File: src/checksum_frame_receiver_unit_assert.svh
// Assertion macros shared by the frame receiver RTL.
// Each macro takes a label, the clock, the active-low reset, the
// antecedent, the consequent and a message string.
`ifndef CHECKSUM_FRAME_RECEIVER_UNIT_ASSERT_SVH
`define CHECKSUM_FRAME_RECEIVER_UNIT_ASSERT_SVH

// Same-cycle implication.
`define CRFU_ASSERT_NOW(label, clk, rst_n, ante, cons, msg) \
  label: assert property (@(posedge clk) disable iff (!(rst_n)) (ante) |-> (cons)) \
    else $error(msg);

// Next-cycle implication.
`define CRFU_ASSERT_NEXT(label, clk, rst_n, ante, cons, msg) \
  label: assert property (@(posedge clk) disable iff (!(rst_n)) (ante) |=> (cons)) \
    else $error(msg);

`endif

File: src/crfu_pkg.sv
// ----------------------------------------------------------------------------
// Frame receiver package
// Types and fixed constants for the header and checksum deframer.
// ----------------------------------------------------------------------------
package crfu_pkg;

  localparam int unsigned FrameLen   = 9;
  localparam int unsigned WinLen     = FrameLen - 1;
  localparam int unsigned PayloadLen = 7;
  localparam int unsigned FillW      = $clog2(WinLen + 1);
  localparam int unsigned IdxW       = $clog2(WinLen);
  localparam int unsigned PayloadW   = PayloadLen * 8;

  localparam logic [7:0] HeaderReset = 8'h55;

  typedef logic [7:0]            byte_t;
  typedef byte_t [WinLen-1:0]    win_t;
  typedef logic [PayloadW-1:0]   payload_t;
  typedef logic [FillW-1:0]      fill_t;

  // Verdict of the frame check on a full window plus the arriving byte.
  typedef struct packed {
    logic     header_ok;
    logic     sum_ok;
    payload_t payload;
  } check_t;

endpackage

File: src/checksum_frame_receiver_unit.sv
// ----------------------------------------------------------------------------
// Checksum frame receiver
// Finds nine-byte frames with a header byte and an additive checksum.
// ----------------------------------------------------------------------------
// Received bytes arrive one beat per cycle on the input channel and fill an
// eight-byte window. The beat that would complete nine bytes is checked on
// arrival: the oldest window byte must match the header register and the
// modulo-256 sum of the eight window bytes must equal the arriving byte. On a
// match the seven payload bytes (first received in the top byte) go to the
// output register and the window empties; otherwise the window slides by one
// byte, so the receiver resynchronizes on the next candidate header. The
// window and the output register are the only stages, and a new byte is
// taken each cycle unless a finished payload is waiting in the output
// register while the output side stalls. The header register resets to
// 0x55 and should be written only while the link is quiet.
module checksum_frame_receiver_unit (
  input  logic                clk_i,
  input  logic                rst_ni,
  input  logic                in_valid_i,
  output logic                in_stall_o,
  input  crfu_pkg::byte_t     rx_byte_i,
  output logic                out_valid_o,
  input  logic                out_stall_i,
  output crfu_pkg::payload_t  payload_o,
  input  logic                cfg_valid_i,
  output logic                cfg_ready_o,
  input  crfu_pkg::byte_t     cfg_header_value_i
);
  import crfu_pkg::*;

  `include "checksum_frame_receiver_unit_assert.svh"

  byte_t    header_q;
  win_t     win_q, win_d;
  fill_t    fill_q, fill_d;
  logic     out_valid_q, out_valid_d;
  payload_t payload_q;
  check_t   check;
  logic     in_fire, win_full, frame_hit;

  // The header register is always writable.
  assign cfg_ready_o = 1'b1;

  // Only a waiting payload that cannot leave holds the input back.
  assign in_stall_o = out_valid_q & out_stall_i;
  assign in_fire    = in_valid_i & ~in_stall_o;
  assign win_full   = (fill_q == fill_t'(WinLen));

  crfu_check u_check (
    .win_i     (win_q),
    .rx_byte_i (rx_byte_i),
    .header_i  (header_q),
    .check_o   (check)
  );

  assign frame_hit = in_fire & win_full & check.header_ok & check.sum_ok;

  // Window update: append while filling, empty on a frame, slide otherwise.
  always_comb begin
    win_d  = win_q;
    fill_d = fill_q;
    if (in_fire) begin
      if (!win_full) begin
        win_d[fill_q[IdxW-1:0]] = rx_byte_i;
        fill_d = fill_q + fill_t'(1);
      end else if (frame_hit) begin
        fill_d = '0;
      end else begin
        for (int k = 0; k < WinLen - 1; k++) begin
          win_d[k] = win_q[k+1];
        end
        win_d[WinLen-1] = rx_byte_i;
      end
    end
  end

  // The output slot empties when taken and refills on a frame.
  always_comb begin
    out_valid_d = out_valid_q;
    if (!out_stall_i) begin
      out_valid_d = 1'b0;
    end
    if (frame_hit) begin
      out_valid_d = 1'b1;
    end
  end

  always_ff @(posedge clk_i or negedge rst_ni) begin
    if (!rst_ni) begin
      header_q    <= HeaderReset;
      fill_q      <= '0;
      out_valid_q <= 1'b0;
    end else begin
      if (cfg_valid_i && cfg_ready_o) begin
        header_q <= cfg_header_value_i;
      end
      fill_q      <= fill_d;
      out_valid_q <= out_valid_d;
    end
  end

  // Window bytes beyond the fill count are never read, so no reset is needed.
  always_ff @(posedge clk_i) begin
    win_q <= win_d;
    if (frame_hit) begin
      payload_q <= check.payload;
    end
  end

  assign out_valid_o = out_valid_q;
  assign payload_o   = payload_q;

  `CRFU_ASSERT_NOW(a_fill_bound, clk_i, rst_ni, 1'b1, fill_q <= fill_t'(WinLen), "fill count beyond window")
  `CRFU_ASSERT_NEXT(a_hit_empties, clk_i, rst_ni, frame_hit, out_valid_q && fill_q == '0, "frame did not empty window or post payload")
  `CRFU_ASSERT_NEXT(a_fill_step, clk_i, rst_ni, in_fire && !win_full, fill_q == $past(fill_q) + fill_t'(1), "fill count did not advance")
  `CRFU_ASSERT_NEXT(a_slide_full, clk_i, rst_ni, in_fire && win_full && !frame_hit, fill_q == fill_t'(WinLen) && !$rose(out_valid_q), "rejected frame changed fill or posted payload")

endmodule

File: src/crfu_check.sv
// ----------------------------------------------------------------------------
// Frame check
// Compares the oldest byte with the header and the byte sum with the checksum.
// ----------------------------------------------------------------------------
module crfu_check (
  input  crfu_pkg::win_t   win_i,
  input  crfu_pkg::byte_t  rx_byte_i,
  input  crfu_pkg::byte_t  header_i,
  output crfu_pkg::check_t check_o
);
  import crfu_pkg::*;

  byte_t sum;

  // Modulo-256 sum of the eight oldest bytes.
  always_comb begin
    sum = '0;
    for (int k = 0; k < WinLen; k++) begin
      sum = sum + win_i[k];
    end
  end

  always_comb begin
    check_o.header_ok = (win_i[0] == header_i);
    check_o.sum_ok    = (sum == rx_byte_i);
    for (int k = 0; k < PayloadLen; k++) begin
      check_o.payload[(PayloadLen-1-k)*8 +: 8] = win_i[k+1];
    end
  end

endmodule
File: config.mk
export PLATFORM = sky130hd
export DESIGN_NAME = checksum_frame_receiver_unit
export DESIGN_NICKNAME = d
export VERILOG_FILES = /design/src/crfu_pkg.sv /design/src/checksum_frame_receiver_unit.sv /design/src/crfu_check.sv
export VERILOG_INCLUDE_DIRS = /design/src /design/src/src
export SDC_FILE = /design/constraint.sdc
export NUM_CORES = 1
export LEC_CHECK = 0
export BUFFER_PORTS_ARGS = -buffer_cell sky130_fd_sc_hd__buf_4
export CAP_MARGIN = 20
export CORE_ASPECT_RATIO = 0.9
export CORE_UTILIZATION = 48
export CTS_CLUSTER_DIAMETER = 100
export DETAILED_ROUTE_END_ITERATION = 6
export PLACE_DENSITY = 0.81
export SLEW_MARGIN = 20
export SYNTH_ARGS = -nofsm -noshare
export SYNTH_HDL_FRONTEND = slang
export SYNTH_HIERARCHICAL = 1
export SYNTH_SLANG_ARGS = --single-unit
File: constraint.sdc
create_clock -name clk_i -period 8.6 [get_ports clk_i]
set_input_delay 0.86 -clock clk_i [delete_from_list [all_inputs] [get_ports clk_i]]
set_output_delay 0.86 -clock clk_i [all_outputs]
set_load 0.01 [all_outputs]
==> results_dict.tcl <==
set metrics [dict create \
    status "complete, no violations" \
    die_w_um 128.3 \
    grt_pass1_vias 3952 \
    yosysWarnings 6 \
    remaining_drc_errors 0 \
    postCtsSetupRepairBufs 0 \
    syn_area_mm2 0.006890 \
    worstHoldPathType "in -> async" \
    die-area_mm2 0.01484 \
    fmax_mhz 176.0 \
    ant_nets 0 \
    drive_gt1_share_pct 25.83 \
    initial_utilization_pct 49.20 \
    finalWirelength_um 14020 \
    required_ps 8640 \
    min_period_ps 5683 \
    synth_ff_type "edfxtp_1" \
    synth_fp_nets 547 \
    cts.clk_slew.worst_paths_ps 50 \
    yosysSeqAreaShare_pct 57.09 \
    coreArea_mm2 0.01400 \
    rrSetupSlack_ps 2920 \
    io_buffers 78 \
    via_count 3801 \
    synth_area_leader_cell "edfxtp_1" \
    finalSetupTns_ps 0 \
    critPathMaxStageDelay_ps 580 \
    nNetsFinal 568 \
    setup_violations 0 \
    grt_start_max_net_pins 62 \
    h-tree-depth 4 \
    timing.rr.start "win_q[26]" \
    die_h_um 115.7 \
    antenna_cells 0 \
    rows 41 \
    path_class "reg -> reg" \
    cts_num_sinks 133 \
    netlist.area_leader.share_pct 52.30 \
    hold_buffers 0 \
    rsz0062_at_grt "false" \
    maxSlewViolCount 0 \
    cp_max_fo 56 \
    ys_async_sr_fraction_pct 9.774 \
    synth.ff_latch_count 133 \
    worstSetupStartpointType "flip-flop" \
    crit_top_cell "fa_1" \
    yosysUniqueCellTypes 44 \
    fin_skew_ps 9.443 \
    gp_congestion 0.9374 \
    fin_crit_sh_pct 66.08 \
    synth_cells 477 \
    hold_viol 0 \
    cts_inserted_buffers 17 \
    antenna_found_initial 0 \
    crit_chain "fa_1 -> inv_1 -> fa_1 -> fa_1 -> fa_1 -> inv_1 -> ha_1 -> inv_1 -> fa_1 -> xnor2_1 -> nor4_1 -> nand4_1 -> a21oi_1 -> nand2_1 -> nor3_2 -> buf_4" \
    dpl.hpwl_um 10010 \
    reg2reg_depth 16 \
    wl_per_cell_um 19.92 \
    cts_tree "done" \
    worst_pin_slew_ps 1024 \
    area_growth_pct 13.89 \
    first_pass_iters 4 \
    ys_top_cells_by_area "edfxtp_1 (52%), fa_1 (11%), a22o_1 (7.1%), buf_4 (6.4%), dfrtp_1 (3.3%)" \
    cts_buffer_depth 2 \
    postSynthAreaPerCell_um2 14.45 \
    drt_iter0_drc 382 \
    relSlewSlack_pct 31.75 \
    insertion_delay_ps 410 \
    cp-end-kind "flip-flop" \
    grt_pass1_wl_um 21940 \
    overflow 0 \
    vias_per_cell 5.399 \
    cpMaxStageDelayCell "fa_1" \
    worst_ep_arrival_time_ps 5720 \
    cap_violations 0 \
    r2r_end "payload_o[33]" \
    cts_resized 0 \
    ios 80 \
    cts_root_buf "clkbuf_16" \
    grt_use_total_pct 20.73 \
    synth_enable_flop_cells 120 \
]
final cells by class:
type                            count  area, um2
Tap cell                          193      241.5
Clock buffer                       22      444.2
Inverter                           55      206.4
Clock inverter                     10      155.1
Multi-Input combinational cell    211       2246
Sequential cell                   133       3934
Fill cell                        1084       6157
Timing Repair Buffer               80      620.6
flip-flops by register name (all words and copies together), names as in the netlist:
register and cells:
header_q 8, win_q 64, out_valid_o 1, payload_o 56, fill_q 4
worst max-delay path: cells and delay by family, from the launching register on:
kind,cells,cell delay [ps]
DFF,1,490
AOI/OAI and AO/OA,1,220
adders and majority gates,6,2700
and+or+nand+nor,4,900
buffers and inverters,4,760
xor gates and xnor gates,1,140
Yosys cell counts (2+ instances only):
library cell  count
a22o_1           56
a211oi_1          3
nor2_2            3
nand2_1           6
buf_2             9
xnor3_1           3
buf_4            59
ha_1             10
a21boi_0          2
inv_1            55
edfxtp_1        120
fa_1             39
dfrtp_1           9
clkbuf_1          2
nand2b_1          2
nand4_1           3
and2_1            9
nand3_1           4
nor2_1            7
xnor2_1          20
a21oi_1           5
xor2_1            6
buf_1             8
or3_1             3
dfstp_2           4
o21ai_0           3
and3b_1           3
mux2_2            8
kinds of logic after synthesis:
group           count (synthesis)  share of synthesized area (%)
compound gates                 77                          9.225
xor+xnor                       29                          4.285
fa+ha+maj                      49                          13.15
buf+inv                       133                          10.62
flops                         133                          57.09
mux                             9                          1.525
other cells                     1                        0.05442
simple gates                   46                          4.050
layout by cell type, fill, tap and decap left out, types with 5 or more instances in the layout:
master	instances
edfxtp_1	120
buf_4	79
a22o_1	56
inv_1	55
fa_1	39
xnor2_1	20
clkbuf_16	17
ha_1	10
and2_1	9
dfrtp_1	9
mux2_2	8
nor2_1	7
nand2_1	6
xor2_1	6
a21oi_1	5
clkbuf_1	5
per-stage QoR:
| step | instance area, um2 | std cells | hold WS, ps | util [%] | setup WS, ps |
|---|---|---|---|---|---|
| global placement | 7206 | 671 | 478.1 | 51.45 | 3041 |
| CTS | 7815 | 703 | 264.4 | 55.80 | 2887 |
| floorplan | 6890 | 477 | 502.4 | - | 295.1 |
| global route | 7848 | 704 | 274.2 | 56.04 | 2665 |
| detailed placement | 7216 | 671 | 477.8 | 51.52 | 2929 |
| finish | 7848 | 704 | 287.5 | 56.04 | 2917 |
metal layers:
layer  wire (um)  up-vias  GRT usage (%)  part of all wire [%]
li1            -     1661              -                     -
met2        7051      172          33.33                    50
met4         175        0          8.078                   1.2
met1        5881     1951          27.08                    42
met5           0        -              0                     0
met3         915       17          5.586                   6.5
worst max path at each step:
stage	from	to	slack [ps]	depth (start not counted)
after global placement	win_q[26]	win_q[22]	3040	17
after detailed placement	win_q[26]	win_q[28]	2930	17
after global routing	win_q[26]	payload_o[33]	2670	16
after CTS	win_q[26]	win_q[26]	2890	17
after floorplan	win_q[26]	payload_o[0]	300	15
final	win_q[26]	payload_o[33]	2920	16
Power is not shown: default switching activity piles up to over one toggle a cycle in this logic, so the estimate is an artifact.
